--- src/design/lsoa_pkg.sv ---
// Shared types, constants and helper functions for the light-seeking steering block.
package lsoa_pkg;

    // Fixed field widths.
    localparam int RANGE_W = 11;
    localparam int LIGHT_W = 12;
    localparam int SPEED_W = 13;
    localparam int LEVEL_W = 12;
    localparam int BLINK_W = 8;
    localparam int LED_W   = 2;

    // Modifier and weighted-sum arithmetic. FIVE_W also holds 4 * FULL_SCALE at the
    // largest full scale.
    localparam int FIVE_W   = 16;
    localparam int MOD_W    = 14;
    localparam int WEIGHT_W = 10;
    localparam int PROD_W   = MOD_W + WEIGHT_W;
    localparam int SUM_W    = 21;
    localparam logic [SUM_W-1:0] SUM_MAX = {SUM_W{1'b1}};
    localparam int TABLE_DEPTH = 16;
    localparam int TABLE_IDX_W = 4;

    // Configuration port.
    localparam int APB_DATA_W = 32;
    localparam int APB_ADDR_W = 5;

    typedef enum logic [2:0] {
        CFG_TURN_THRESHOLD = 3'd0,
        CFG_LIGHT_MARGIN   = 3'd1,
        CFG_TRACK_LEVEL    = 3'd2,
        CFG_GOAL_LEVEL     = 3'd3,
        CFG_BLINK_PERIOD   = 3'd4,
        CFG_TOP_SPEED      = 3'd5
    } cfg_index_t;

    // Register reset values.
    localparam logic [LEVEL_W-1:0] RST_TURN_THRESHOLD = 12'd100;
    localparam logic [LEVEL_W-1:0] RST_LIGHT_MARGIN   = 12'd5;
    localparam logic [LEVEL_W-1:0] RST_TRACK_LEVEL    = 12'd600;
    localparam logic [LEVEL_W-1:0] RST_GOAL_LEVEL     = 12'd890;
    localparam logic [BLINK_W-1:0] RST_BLINK_PERIOD   = 8'd70;
    localparam logic [LEVEL_W-1:0] RST_TOP_SPEED      = 12'd2125;

    // Heading state machine, one-hot.
    typedef enum logic [2:0] {
        HEAD_FWD   = 3'b001,
        HEAD_LEFT  = 3'b010,
        HEAD_RIGHT = 3'b100
    } heading_t;

    // Fixed light-tracking turn speeds, Q8 (-1.5 and 3.0 rad/s).
    localparam logic signed [SPEED_W-1:0] TRACK_BACK = -13'sd384;
    localparam logic signed [SPEED_W-1:0] TRACK_FWD  = 13'sd768;

    localparam logic [LED_W-1:0] LED_LAST = 2'd2;

    localparam logic [3:0] TENTHS_9 = 4'd9;
    localparam logic [3:0] TENTHS_8 = 4'd8;

    // Per-sensor obstacle weights.
    function automatic logic [WEIGHT_W-1:0] weight_left(input logic [TABLE_IDX_W-1:0] idx);
        logic [WEIGHT_W-1:0] w;
        case (idx)
            4'd0:    w = 10'd150;
            4'd1:    w = 10'd200;
            4'd2:    w = 10'd300;
            4'd3:    w = 10'd600;
            default: w = 10'd0;
        endcase
        return w;
    endfunction

    function automatic logic [WEIGHT_W-1:0] weight_right(input logic [TABLE_IDX_W-1:0] idx);
        logic [WEIGHT_W-1:0] w;
        case (idx)
            4'd4:    w = 10'd600;
            4'd5:    w = 10'd300;
            4'd6:    w = 10'd200;
            4'd7:    w = 10'd150;
            default: w = 10'd0;
        endcase
        return w;
    endfunction

    // Fraction of the top speed in tenths, rounded half up. The divide by ten is a
    // multiply by the reciprocal 52429 / 2^19, exact for the 16-bit values here.
    function automatic logic [LEVEL_W-1:0] scale_tenths(input logic [LEVEL_W-1:0] top,
                                                        input logic [3:0] tenths);
        logic [15:0] scaled;
        logic [31:0] recip;
        scaled = 16'(top * tenths) + 16'd5;
        recip  = 32'(scaled) * 32'd52429;
        return recip[19 +: LEVEL_W];
    endfunction

endpackage

--- src/design/lsoa_in_if.sv ---
// Input channel carrying one distance reading and the light samples per item.
interface lsoa_in_if;
    import lsoa_pkg::*;

    logic               valid;
    logic               ready;
    logic [RANGE_W-1:0] range_reading;
    logic               last_reading;
    logic [LIGHT_W-1:0] light_left;
    logic [LIGHT_W-1:0] light_right;

    modport source (output valid, output range_reading, output last_reading,
                    output light_left, output light_right, input ready);
    modport sink   (input valid, input range_reading, input last_reading,
                    input light_left, input light_right, output ready);
endinterface

--- src/design/lsoa_out_if.sv ---
// Output channel carrying one steering command per item.
interface lsoa_out_if;
    import lsoa_pkg::*;

    logic                      valid;
    logic                      ready;
    logic signed [SPEED_W-1:0] left_speed;
    logic signed [SPEED_W-1:0] right_speed;
    logic                      goal_reached;
    logic [LED_W-1:0]          lit_led;
    logic                      led_active;

    modport source (output valid, output left_speed, output right_speed,
                    output goal_reached, output lit_led, output led_active, input ready);
    modport sink   (input valid, input left_speed, input right_speed,
                    input goal_reached, input lit_led, input led_active, output ready);
endinterface

--- src/design/light_seek_obstacle_avoid_steering.sv ---
// Steering core: obstacle weighting, light tracking, heading machine and LED blinker.
//
// Usage. Each control tick the sensor channel delivers one item per distance
// sensor, in sensor order; the item with last_reading set closes the tick and
// carries the two light samples. The sensor index is kept internally and
// restarts after every closing item. Only a closing item produces an item on
// the steering channel, with both wheel speeds, the goal flag and LED status.
// An accepted item is registered in the input stage and processed in stage
// two; a closing item's result is registered for the steering channel.
// Throughput is one item per cycle but for the stall below; the limiting path
// is the weight multiply, saturating accumulate and threshold compare in stage
// two. The sensor channel keeps accepting while a result waits on the steering
// channel; it only stops when a closing item is held in the input stage behind
// a result that the receiver has not yet taken, so a stalled receiver never
// loses or repeats a result. Reset (rst_n low) clears both stages, the sums,
// the heading (forward), the blinker, the goal latch, and loads the
// configuration registers with their defaults. The user must write configuration
// over the APB port only while the block is idle; the block does not enforce it.
module light_seek_obstacle_avoid_steering
    import lsoa_pkg::*;
#(
    parameter int NUM_SENSORS = 16,
    parameter int FULL_SCALE  = 1024
) (
    input  logic                  clk,
    input  logic                  rst_n,
    lsoa_in_if.sink               sensor_in,
    lsoa_out_if.source            steer_out,
    input  logic                  psel,
    input  logic                  penable,
    input  logic                  pwrite,
    input  logic [APB_ADDR_W-1:0] paddr,
    input  logic [APB_DATA_W-1:0] pwdata,
    output logic [APB_DATA_W-1:0] prdata,
    output logic                  pready
);

    localparam int SLOT_W = $clog2(NUM_SENSORS + 1);
    localparam logic [SLOT_W-1:0] SLOT_LIMIT = SLOT_W'(NUM_SENSORS);
    localparam logic [FIVE_W-1:0] MOD_BASE = FIVE_W'(4 * FULL_SCALE);
    localparam int LIM_W = LEVEL_W + $clog2(FULL_SCALE + 1);
    localparam logic [LIM_W-1:0] FS_L = LIM_W'(FULL_SCALE);
    localparam int CMP_W = (LIM_W > SUM_W) ? LIM_W : SUM_W;
    localparam logic [LIM_W-1:0] RST_LIMIT = LIM_W'(100 * FULL_SCALE);
    localparam logic [LEVEL_W-1:0] RST_P9 = scale_tenths(RST_TOP_SPEED, TENTHS_9);
    localparam logic [LEVEL_W-1:0] RST_P8 = scale_tenths(RST_TOP_SPEED, TENTHS_8);

    // Configuration registers. The obstacle limit and the 0.9 / 0.8 speeds are
    // derived when the register is written, so the datapath only compares.
    logic [LEVEL_W-1:0] turn_threshold_reg;
    logic [LEVEL_W-1:0] light_margin_reg;
    logic [LEVEL_W-1:0] track_level_reg;
    logic [LEVEL_W-1:0] goal_level_reg;
    logic [BLINK_W-1:0] blink_period_reg;
    logic [LEVEL_W-1:0] top_speed_reg;
    logic [LIM_W-1:0]   limit_reg;
    logic [LEVEL_W-1:0] p9_reg;
    logic [LEVEL_W-1:0] p8_reg;

    logic       cfg_write;
    cfg_index_t cfg_idx;

    assign pready    = 1'b1;
    assign cfg_write = psel && penable && pwrite && pready;
    assign cfg_idx   = cfg_index_t'(paddr[4:2]);

    always_ff @(posedge clk or negedge rst_n)
    begin
        if (!rst_n)
        begin
            turn_threshold_reg <= RST_TURN_THRESHOLD;
            light_margin_reg   <= RST_LIGHT_MARGIN;
            track_level_reg    <= RST_TRACK_LEVEL;
            goal_level_reg     <= RST_GOAL_LEVEL;
            blink_period_reg   <= RST_BLINK_PERIOD;
            top_speed_reg      <= RST_TOP_SPEED;
            limit_reg          <= RST_LIMIT;
            p9_reg             <= RST_P9;
            p8_reg             <= RST_P8;
        end
        else if (cfg_write)
        begin
            case (cfg_idx)
                CFG_TURN_THRESHOLD:
                begin
                    turn_threshold_reg <= pwdata[LEVEL_W-1:0];
                    limit_reg          <= LIM_W'(pwdata[LEVEL_W-1:0]) * FS_L;
                end
                CFG_LIGHT_MARGIN: light_margin_reg <= pwdata[LEVEL_W-1:0];
                CFG_TRACK_LEVEL:  track_level_reg  <= pwdata[LEVEL_W-1:0];
                CFG_GOAL_LEVEL:   goal_level_reg   <= pwdata[LEVEL_W-1:0];
                CFG_BLINK_PERIOD: blink_period_reg <= pwdata[BLINK_W-1:0];
                CFG_TOP_SPEED:
                begin
                    top_speed_reg <= pwdata[LEVEL_W-1:0];
                    p9_reg        <= scale_tenths(pwdata[LEVEL_W-1:0], TENTHS_9);
                    p8_reg        <= scale_tenths(pwdata[LEVEL_W-1:0], TENTHS_8);
                end
                default:
                begin
                end
            endcase
        end
    end

    always_comb
    begin
        case (cfg_idx)
            CFG_TURN_THRESHOLD: prdata = APB_DATA_W'(turn_threshold_reg);
            CFG_LIGHT_MARGIN:   prdata = APB_DATA_W'(light_margin_reg);
            CFG_TRACK_LEVEL:    prdata = APB_DATA_W'(track_level_reg);
            CFG_GOAL_LEVEL:     prdata = APB_DATA_W'(goal_level_reg);
            CFG_BLINK_PERIOD:   prdata = APB_DATA_W'(blink_period_reg);
            CFG_TOP_SPEED:      prdata = APB_DATA_W'(top_speed_reg);
            default:            prdata = '0;
        endcase
    end

    // Stage one: input register.
    logic               s1_valid_reg;
    logic [RANGE_W-1:0] s1_range_reg;
    logic               s1_last_reg;
    logic [LIGHT_W-1:0] s1_light_l_reg;
    logic [LIGHT_W-1:0] s1_light_r_reg;

    // Stage two state.
    heading_t           heading_reg, heading_next;
    logic [SLOT_W-1:0]  slot_reg, slot_next;
    logic [SUM_W-1:0]   lsum_reg, lsum_next;
    logic [SUM_W-1:0]   rsum_reg, rsum_next;
    logic [BLINK_W-1:0] blink_reg, blink_next;
    logic [LED_W-1:0]   led_reg, led_next;
    logic               led_started_reg, led_started_next;
    logic               goal_reg, goal_next;

    // Result register.
    logic                      out_valid_reg;
    logic signed [SPEED_W-1:0] out_left_reg, out_left_next;
    logic signed [SPEED_W-1:0] out_right_reg, out_right_next;
    logic                      out_goal_reg;
    logic [LED_W-1:0]          out_led_reg;
    logic                      out_active_reg;

    logic out_free;
    logic s2_go;
    logic s2_emit;
    logic in_take;

    // A closing item may only leave stage two when the result register can take it.
    assign out_free = !out_valid_reg || steer_out.ready;
    assign s2_go    = s1_valid_reg && (!s1_last_reg || out_free);
    assign s2_emit  = s2_go && s1_last_reg;
    assign sensor_in.ready = !s1_valid_reg || s2_go;
    assign in_take  = sensor_in.valid && sensor_in.ready;

    always_ff @(posedge clk or negedge rst_n)
    begin
        if (!rst_n)
        begin
            s1_valid_reg <= 1'b0;
        end
        else if (sensor_in.ready)
        begin
            s1_valid_reg <= sensor_in.valid;
        end
    end

    always_ff @(posedge clk)
    begin
        if (in_take)
        begin
            s1_range_reg   <= sensor_in.range_reading;
            s1_last_reg    <= sensor_in.last_reading;
            s1_light_l_reg <= sensor_in.light_left;
            s1_light_r_reg <= sensor_in.light_right;
        end
    end

    // Stage two datapath: modifier, weighting and saturating accumulation.
    logic [FIVE_W-1:0]  five_v;
    logic [MOD_W-1:0]   modifier;
    logic               slot_open;
    logic [PROD_W-1:0]  prod_l, prod_r;
    logic [PROD_W:0]    acc_l, acc_r;
    logic [SUM_W-1:0]   lsum_upd, rsum_upd;
    logic               obst_l, obst_r;
    logic [LIGHT_W:0]   lr_plus_margin, ll_plus_margin;
    logic               track_left, track_right, goal_seen;
    logic [BLINK_W-1:0] blink_inc;

    always_comb
    begin
        five_v    = FIVE_W'(s1_range_reg) * FIVE_W'(5);
        modifier  = (five_v > MOD_BASE) ? MOD_W'(five_v - MOD_BASE) : '0;
        slot_open = slot_reg < SLOT_LIMIT;
        prod_l    = PROD_W'(modifier) * PROD_W'(weight_left(slot_reg[TABLE_IDX_W-1:0]));
        prod_r    = PROD_W'(modifier) * PROD_W'(weight_right(slot_reg[TABLE_IDX_W-1:0]));
        acc_l     = (PROD_W + 1)'(lsum_reg) + (PROD_W + 1)'(prod_l);
        acc_r     = (PROD_W + 1)'(rsum_reg) + (PROD_W + 1)'(prod_r);
        if (slot_open)
        begin
            lsum_upd = (acc_l > (PROD_W + 1)'(SUM_MAX)) ? SUM_MAX : acc_l[SUM_W-1:0];
            rsum_upd = (acc_r > (PROD_W + 1)'(SUM_MAX)) ? SUM_MAX : acc_r[SUM_W-1:0];
        end
        else
        begin
            lsum_upd = lsum_reg;
            rsum_upd = rsum_reg;
        end

        obst_l = CMP_W'(lsum_upd) > CMP_W'(limit_reg);
        obst_r = CMP_W'(rsum_upd) > CMP_W'(limit_reg);

        ll_plus_margin = (LIGHT_W + 1)'(s1_light_l_reg) + (LIGHT_W + 1)'(light_margin_reg);
        lr_plus_margin = (LIGHT_W + 1)'(s1_light_r_reg) + (LIGHT_W + 1)'(light_margin_reg);
        track_left  = ((LIGHT_W + 1)'(s1_light_l_reg) > lr_plus_margin)
                      && (s1_light_r_reg > track_level_reg);
        track_right = ((LIGHT_W + 1)'(s1_light_r_reg) > ll_plus_margin)
                      && (s1_light_l_reg > track_level_reg);
        goal_seen   = (s1_light_l_reg > goal_level_reg) && (s1_light_r_reg > goal_level_reg);
        blink_inc   = blink_reg + 8'd1;

        heading_next     = heading_reg;
        blink_next       = blink_reg;
        led_next         = led_reg;
        led_started_next = led_started_reg;
        goal_next        = goal_reg;
        out_left_next    = '0;
        out_right_next   = '0;

        if (!s1_last_reg)
        begin
            slot_next = slot_open ? slot_reg + 1'b1 : slot_reg;
            lsum_next = lsum_upd;
            rsum_next = rsum_upd;
        end
        else
        begin
            // The tick closes: sums and slot restart whatever is decided.
            slot_next = '0;
            lsum_next = '0;
            rsum_next = '0;
            if (goal_reg)
            begin
                out_left_next  = '0;
                out_right_next = '0;
            end
            else if (track_left)
            begin
                out_left_next  = TRACK_BACK;
                out_right_next = TRACK_FWD;
            end
            else if (track_right)
            begin
                out_left_next  = TRACK_FWD;
                out_right_next = TRACK_BACK;
            end
            else if (goal_seen)
            begin
                goal_next = 1'b1;
            end
            else
            begin
                case (heading_reg)
                    HEAD_LEFT:
                    begin
                        if (obst_l || obst_r)
                        begin
                            out_left_next  = SPEED_W'(p8_reg);
                            out_right_next = -SPEED_W'(p9_reg);
                        end
                        else
                        begin
                            out_left_next  = SPEED_W'(top_speed_reg);
                            out_right_next = SPEED_W'(top_speed_reg);
                            heading_next   = HEAD_FWD;
                        end
                    end
                    HEAD_RIGHT:
                    begin
                        if (obst_l || obst_r)
                        begin
                            out_left_next  = -SPEED_W'(p9_reg);
                            out_right_next = SPEED_W'(p9_reg);
                        end
                        else
                        begin
                            out_left_next  = SPEED_W'(top_speed_reg);
                            out_right_next = SPEED_W'(top_speed_reg);
                            heading_next   = HEAD_FWD;
                        end
                    end
                    default:
                    begin
                        if (obst_l)
                        begin
                            out_left_next  = SPEED_W'(p9_reg);
                            out_right_next = -SPEED_W'(p9_reg);
                            heading_next   = HEAD_LEFT;
                        end
                        else if (obst_r)
                        begin
                            out_left_next  = -SPEED_W'(p9_reg);
                            out_right_next = SPEED_W'(p9_reg);
                            heading_next   = HEAD_RIGHT;
                        end
                        else
                        begin
                            out_left_next  = SPEED_W'(top_speed_reg);
                            out_right_next = SPEED_W'(top_speed_reg);
                            heading_next   = HEAD_FWD;
                        end
                    end
                endcase

                // The blinker only runs on ticks decided by the heading machine, not on goal or light-tracking ticks.
                if (blink_inc == blink_period_reg)
                begin
                    blink_next       = '0;
                    led_next         = (led_reg == LED_LAST) ? '0 : led_reg + 1'b1;
                    led_started_next = 1'b1;
                end
                else
                begin
                    blink_next = blink_inc;
                end
            end
        end
    end

    always_ff @(posedge clk or negedge rst_n)
    begin
        if (!rst_n)
        begin
            heading_reg     <= HEAD_FWD;
            slot_reg        <= '0;
            lsum_reg        <= '0;
            rsum_reg        <= '0;
            blink_reg       <= '0;
            led_reg         <= '0;
            led_started_reg <= 1'b0;
            goal_reg        <= 1'b0;
        end
        else if (s2_go)
        begin
            heading_reg     <= heading_next;
            slot_reg        <= slot_next;
            lsum_reg        <= lsum_next;
            rsum_reg        <= rsum_next;
            blink_reg       <= blink_next;
            led_reg         <= led_next;
            led_started_reg <= led_started_next;
            goal_reg        <= goal_next;
        end
    end

    always_ff @(posedge clk or negedge rst_n)
    begin
        if (!rst_n)
        begin
            out_valid_reg <= 1'b0;
        end
        else if (s2_emit)
        begin
            out_valid_reg <= 1'b1;
        end
        else if (steer_out.ready)
        begin
            out_valid_reg <= 1'b0;
        end
    end

    always_ff @(posedge clk)
    begin
        if (s2_emit)
        begin
            out_left_reg   <= out_left_next;
            out_right_reg  <= out_right_next;
            out_goal_reg   <= goal_next;
            out_led_reg    <= led_next;
            out_active_reg <= led_started_next;
        end
    end

    assign steer_out.valid        = out_valid_reg;
    assign steer_out.left_speed   = out_left_reg;
    assign steer_out.right_speed  = out_right_reg;
    assign steer_out.goal_reached = out_goal_reg;
    assign steer_out.lit_led      = out_led_reg;
    assign steer_out.led_active   = out_active_reg;

endmodule

--- src/flat_wrapper.sv ---
// flat-port wrapper written by rule: the top's interface ports become plain ports
module light_seek_obstacle_avoid_steering_flat import lsoa_pkg::*;
#(
    parameter int NUM_SENSORS = 16,
    parameter int FULL_SCALE  = 1024
)
  (clk, rst_n, psel, penable, pwrite, paddr, pwdata, prdata, pready, sensor_in_valid, sensor_in_range_reading, sensor_in_last_reading, sensor_in_light_left, sensor_in_light_right, sensor_in_ready, steer_out_valid, steer_out_left_speed, steer_out_right_speed, steer_out_goal_reached, steer_out_lit_led, steer_out_led_active, steer_out_ready);
  lsoa_in_if sensor_in_i ();
  lsoa_out_if steer_out_i ();
  input  logic clk;
  input  logic rst_n;
  input  logic psel;
  input  logic penable;
  input  logic pwrite;
  input  logic [APB_ADDR_W-1:0] paddr;
  input  logic [APB_DATA_W-1:0] pwdata;
  output logic [APB_DATA_W-1:0] prdata;
  output logic pready;
  input wire logic [$bits(sensor_in_i.valid)-1:0] sensor_in_valid;
  input wire logic [$bits(sensor_in_i.range_reading)-1:0] sensor_in_range_reading;
  input wire logic [$bits(sensor_in_i.last_reading)-1:0] sensor_in_last_reading;
  input wire logic [$bits(sensor_in_i.light_left)-1:0] sensor_in_light_left;
  input wire logic [$bits(sensor_in_i.light_right)-1:0] sensor_in_light_right;
  output wire logic [$bits(sensor_in_i.ready)-1:0] sensor_in_ready;
  output wire logic [$bits(steer_out_i.valid)-1:0] steer_out_valid;
  output wire logic [$bits(steer_out_i.left_speed)-1:0] steer_out_left_speed;
  output wire logic [$bits(steer_out_i.right_speed)-1:0] steer_out_right_speed;
  output wire logic [$bits(steer_out_i.goal_reached)-1:0] steer_out_goal_reached;
  output wire logic [$bits(steer_out_i.lit_led)-1:0] steer_out_lit_led;
  output wire logic [$bits(steer_out_i.led_active)-1:0] steer_out_led_active;
  input wire logic [$bits(steer_out_i.ready)-1:0] steer_out_ready;
  assign sensor_in_i.valid = sensor_in_valid;
  assign sensor_in_i.range_reading = sensor_in_range_reading;
  assign sensor_in_i.last_reading = sensor_in_last_reading;
  assign sensor_in_i.light_left = sensor_in_light_left;
  assign sensor_in_i.light_right = sensor_in_light_right;
  assign sensor_in_ready = sensor_in_i.ready;
  assign steer_out_valid = steer_out_i.valid;
  assign steer_out_left_speed = steer_out_i.left_speed;
  assign steer_out_right_speed = steer_out_i.right_speed;
  assign steer_out_goal_reached = steer_out_i.goal_reached;
  assign steer_out_lit_led = steer_out_i.lit_led;
  assign steer_out_led_active = steer_out_i.led_active;
  assign steer_out_i.ready = steer_out_ready;
  light_seek_obstacle_avoid_steering #(.NUM_SENSORS(NUM_SENSORS), .FULL_SCALE(FULL_SCALE)) u_core (.clk(clk), .rst_n(rst_n), .sensor_in(sensor_in_i), .steer_out(steer_out_i), .psel(psel), .penable(penable), .pwrite(pwrite), .paddr(paddr), .pwdata(pwdata), .prdata(prdata), .pready(pready));
endmodule
--- config.mk ---
export PLATFORM = sky130hd
export DESIGN_NAME = light_seek_obstacle_avoid_steering_flat
export DESIGN_NICKNAME = d
export VERILOG_FILES = /design/src/design/lsoa_pkg.sv /design/src/design/lsoa_in_if.sv /design/src/design/lsoa_out_if.sv /design/src/design/light_seek_obstacle_avoid_steering.sv /design/src/flat_wrapper.sv
export SDC_FILE = /design/constraint.sdc
export NUM_CORES = 2
export LEC_CHECK = 0
export ABC_AREA = 1
export BUFFER_PORTS_ARGS = -buffer_cell sky130_fd_sc_hd__buf_2
export CORE_MARGIN = 2
export CORE_UTILIZATION = 57
export CTS_CLUSTER_DIAMETER = 100
export DETAILED_ROUTE_END_ITERATION = 10
export PLACE_DENSITY = 0.79
export REMOVE_ABC_BUFFERS = 1
export SLEW_MARGIN = 20
export SYNTH_ARGS = -nofsm -noshare
export SYNTH_HDL_FRONTEND = slang
export SYNTH_SLANG_ARGS = --single-unit
--- constraint.sdc ---
create_clock -name clk -period 13.6 [get_ports clk]
set_input_delay 2.04 -clock clk [delete_from_list [all_inputs] [get_ports clk]]
set_output_delay 2.04 -clock clk [all_outputs]
set_load 0.01 [all_outputs]
==> flow_metrics.py <==
metrics = {
    "run_status": {
        "run_status": "finished, final reports clean",
    },
    "final_layout": {
        "antenna_cells_inserted": 0,
        "finish.cell_count_without_fillers": 4923,
        "postLayoutCellArea_mm2": 0.0354,
        "final.fill_count": 4832,
        "final_layout_size_suffix_gt1_frac": 0.0697,
        "final_nets": 5120,
        "syn_to_final_growth_pct": 6.91,
    },
    "clock_network": {
        "clk_pin_slew_ns": 0.06,
        "holdBufCountCts": 0,
        "ctsRootBufferMaster": "sky130_fd_sc_hd__clkbuf_16",
        "worstSkewPairLatency_ns": 0.63,
        "cts_tree": "yes",
        "post_cts_resized": 0,
        "max-clock-path-buffers": 3,
        "tritoncts_num_sinks": 222,
        "post_cts.repair.setup_buffers": 0,
        "cts_inserted_buffers": 28,
        "h-tree-depth": 1,
    },
    "place": {
        "hpwlAfterDp_mm": 68.6,
        "detailed_place.area_mm2": 0.0344,
        "placer_s_final_routability_congestion_estimate": 0.957,
        "dp.cells": 4871,
        "port_buffers": 101,
        "setup_slack_at_placement_ns": 1.47,
    },
    "synth": {
        "ys_async_sr_fraction": 0.703,
        "yosys-top-cells-area": "sky130_fd_sc_hd__fa_1 (21%), sky130_fd_sc_hd__ha_1 (21%), sky130_fd_sc_hd__inv_1 (10%)",
        "synth.avg_cell_area_um2": 8.19,
        "synth.ff_latch_count": 222,
        "synth_warnings": 0,
        "yosysSeqAreaShare": 0.179,
        "synth_largest_type_area_fraction": 0.212,
        "synth_flop_cell": "sky130_fd_sc_hd__dfrtp_1",
        "cell_accounting_for_the_most_synthesized_area": "sky130_fd_sc_hd__fa_1",
        "synthesis.instances": 4049,
        "yosys.cell_types.count": 60,
        "synth_enable_flop_cells": 66,
        "synth_area_mm2": 0.0332,
    },
    "worst_setup_path": {
        "critical_path_required_ns": 13.88,
        "arrival_time_at_the_worst_endpoint_ns": 12.85,
        "critical_path_class": "reg2reg",
        "critical_path.max_stage_delay_ns": 0.70,
        "critical_path.slowest_cell": "sky130_fd_sc_hd__nor4b_1",
        "timing.critical_path.fanout_max": 13,
        "worstPathBufferInverterCount": 8,
        "crit_path_leading_delay_family": "simple AND/OR/NAND/NOR gates",
        "timing.critical_path.to_type": "flop",
        "startpoint_class_of_the_critical_path": "flop",
        "cell_with_the_most_instances_on_the_worst_path": "sky130_fd_sc_hd__nand2_1",
    },
    "sta": {
        "final_setup_viols": 0,
        "hold_violations": 0,
        "maxClockFrequency_mhz": 79.6,
        "final_max_slew_viol_count": 0,
        "grt_setup_unrepaired": "no",
        "worst_clock_skew_ns": 0.0812,
        "finalCritPeriodShare": 0.924,
        "max_slew_margin": 0.284,
        "min_period_ns": 12.57,
        "finalSetupTns_ns": 0,
        "setup_ws_ns": 1.03,
        "worstMarginPinSlew_ns": 1.07,
    },
    "grt": {
        "largest_net_degree_at_the_start_of_global_routing": 82,
        "grt_usage": 0.286,
        "grt_pass1_wl_mm": 137,
        "grt-ovfl-total": 0,
        "antenna_found_initial": 3,
        "vias_in_the_first_global_route": 27161,
    },
    "routing": {
        "drcViolationCount": 0,
        "dr_pass1_iterations": 6,
        "detail_route.iter0.violations": 1909,
        "drt-total-wl_mm": 84.4,
        "drt-wirelength-per-cell_um": 17.1,
        "highest_layer": "met5",
        "detail_route.wirelength.met1_mm": 34.4,
        "routed-wl-met3_mm": 6.15,
        "postRouteAntennaNets": 0,
        "post_drt_via_cell_ratio": 5.54,
        "met2RoutedLength_mm": 40.7,
        "vias": 27286,
    },
    "floorplanning": {
        "die_x_um": 245,
        "initial_core_util": 0.576,
        "floorplan.die_area_mm2": 0.0601,
        "fp-row-count": 88,
        "dieHeight_um": 245,
        "design.core.area_mm2": 0.0576,
        "boundaryPins": 145,
    },
    "job": {
        "drv_cap": 0,
    },
    "worst_hold_path": {
        "worst_hold_path_type": "reg2reg",
    },
}
[tightest hold or removal path, stage by stage (launching register included)]
cell	delay (ns)
sky130_fd_sc_hd__dfrtp_1	0.32
sky130_fd_sc_hd__inv_1	0.04
sky130_fd_sc_hd__o21ai_0	0.06
[cell families after synthesis]
kind of cell | after synthesis | share of synthesized area
flip-flops | 222 | 0.179
AO/OA/AOI/OAI | 571 | 0.0973
AND/OR/NAND/NOR | 1206 | 0.154
other | 2 | 0.000227
XOR/XNOR | 108 | 0.0285
buffers and inverters | 1036 | 0.121
adder cells (fa/ha/maj) | 904 | 0.421
[worst paths after layout]
path / from / end / slack, ns / depth (start not counted)
min reg2reg: u_core.led_started_reg / u_core.led_started_reg / 0.46 / 2
max in group asynchronous: rst_n / u_core.p9_reg[2] / 10.53 / 2
min: u_core.led_started_reg / u_core.led_started_reg / 0.46 / 2
min in group asynchronous: rst_n / u_core.lsum_reg[4] / 1.45 / 1
max: u_core.s1_range_reg[3] / u_core.steer_out.left_speed[12] / 1.03 / 49
max reg2reg: u_core.s1_range_reg[3] / u_core.steer_out.left_speed[12] / 1.03 / 49
[per-stage QoR]
stage / hold WS [ns] / util
final: 0.461 / 0.615
after global routing: 0.480 / 0.615
after CTS: 0.464 / 0.615
after detailed placement: 0.443 / 0.598
after global placement: 0.437 / 0.598
after floorplan: 0.424 / -
[layout make-up]
class / instances / area [um^2] / area share
clock buffer: 39 / 860 / 0.0243
clock inverter: 13 / 148 / 0.00417
inverter: 949 / 3560 / 0.101
multi-input combinational: 2810 / 23300 / 0.657
sequential: 222 / 5930 / 0.167
tap: 765 / 957 / 0.0270
timing repair buffer: 125 / 692 / 0.0195
[placed cells by master (no fill, tap or decap), drive strengths merged, types with 3 or more instances in the layout]
cell type / Yosys / routed
nand3: 143 / 143
nor3: 27 / 27
xnor2: 46 / 46
xor2: 62 / 62
o211ai: 15 / 15
o31ai: 4 / 4
a31oi: 8 / 8
o311ai: 3 / 3
nor2: 247 / 247
clkbuf: 56 / 39
nor4: 8 / 8
a22oi: 11 / 11
buf: 31 / 125
dfstp: 38 / 38
edfxtp: 66 / 66
o2111ai: 6 / 6
o22ai: 46 / 46
clkinv: 11 / 20
a211oi: 3 / 3
a221oi: 6 / 6
ha: 553 / 553
nand4: 39 / 39
or2: 12 / 12
o21bai: 22 / 22
o21ai: 212 / 212
o221ai: 6 / 6
dfrtp: 118 / 118
fa: 351 / 351
a21o: 6 / 6
a21oi: 208 / 208
a21boi: 3 / 3
o21a: 6 / 6
conb: 2 / 21
inv: 938 / 939
nand2: 725 / 725
[synthesized netlist by cell type, drive strengths merged, types with 8 or more instances]
cell      n
a21oi   208
a22oi    11
a31oi     8
buf      31
clkbuf   56
clkinv   11
dfrtp   118
dfstp    38
edfxtp   66
fa      351
ha      553
inv     938
nand2   725
nand3   143
nand4    39
nor2    247
nor3     27
nor4      8
o211ai   15
o21ai   212
o21bai   22
o22ai    46
or2      12
xnor2    46
xor2     62
[layer usage]
metal | GRT usage | vias to the layer above
li1 | - | 12962
met2 | 0.489 | 1042
met5 | 0 | -
met1 | 0.368 | 13081
met3 | 0.0425 | 199
met4 | 0.100 | 2
Power is left out: the tool's default activity adds up to more than one toggle a clock period on the data nets, which glitch-free logic cannot reach.
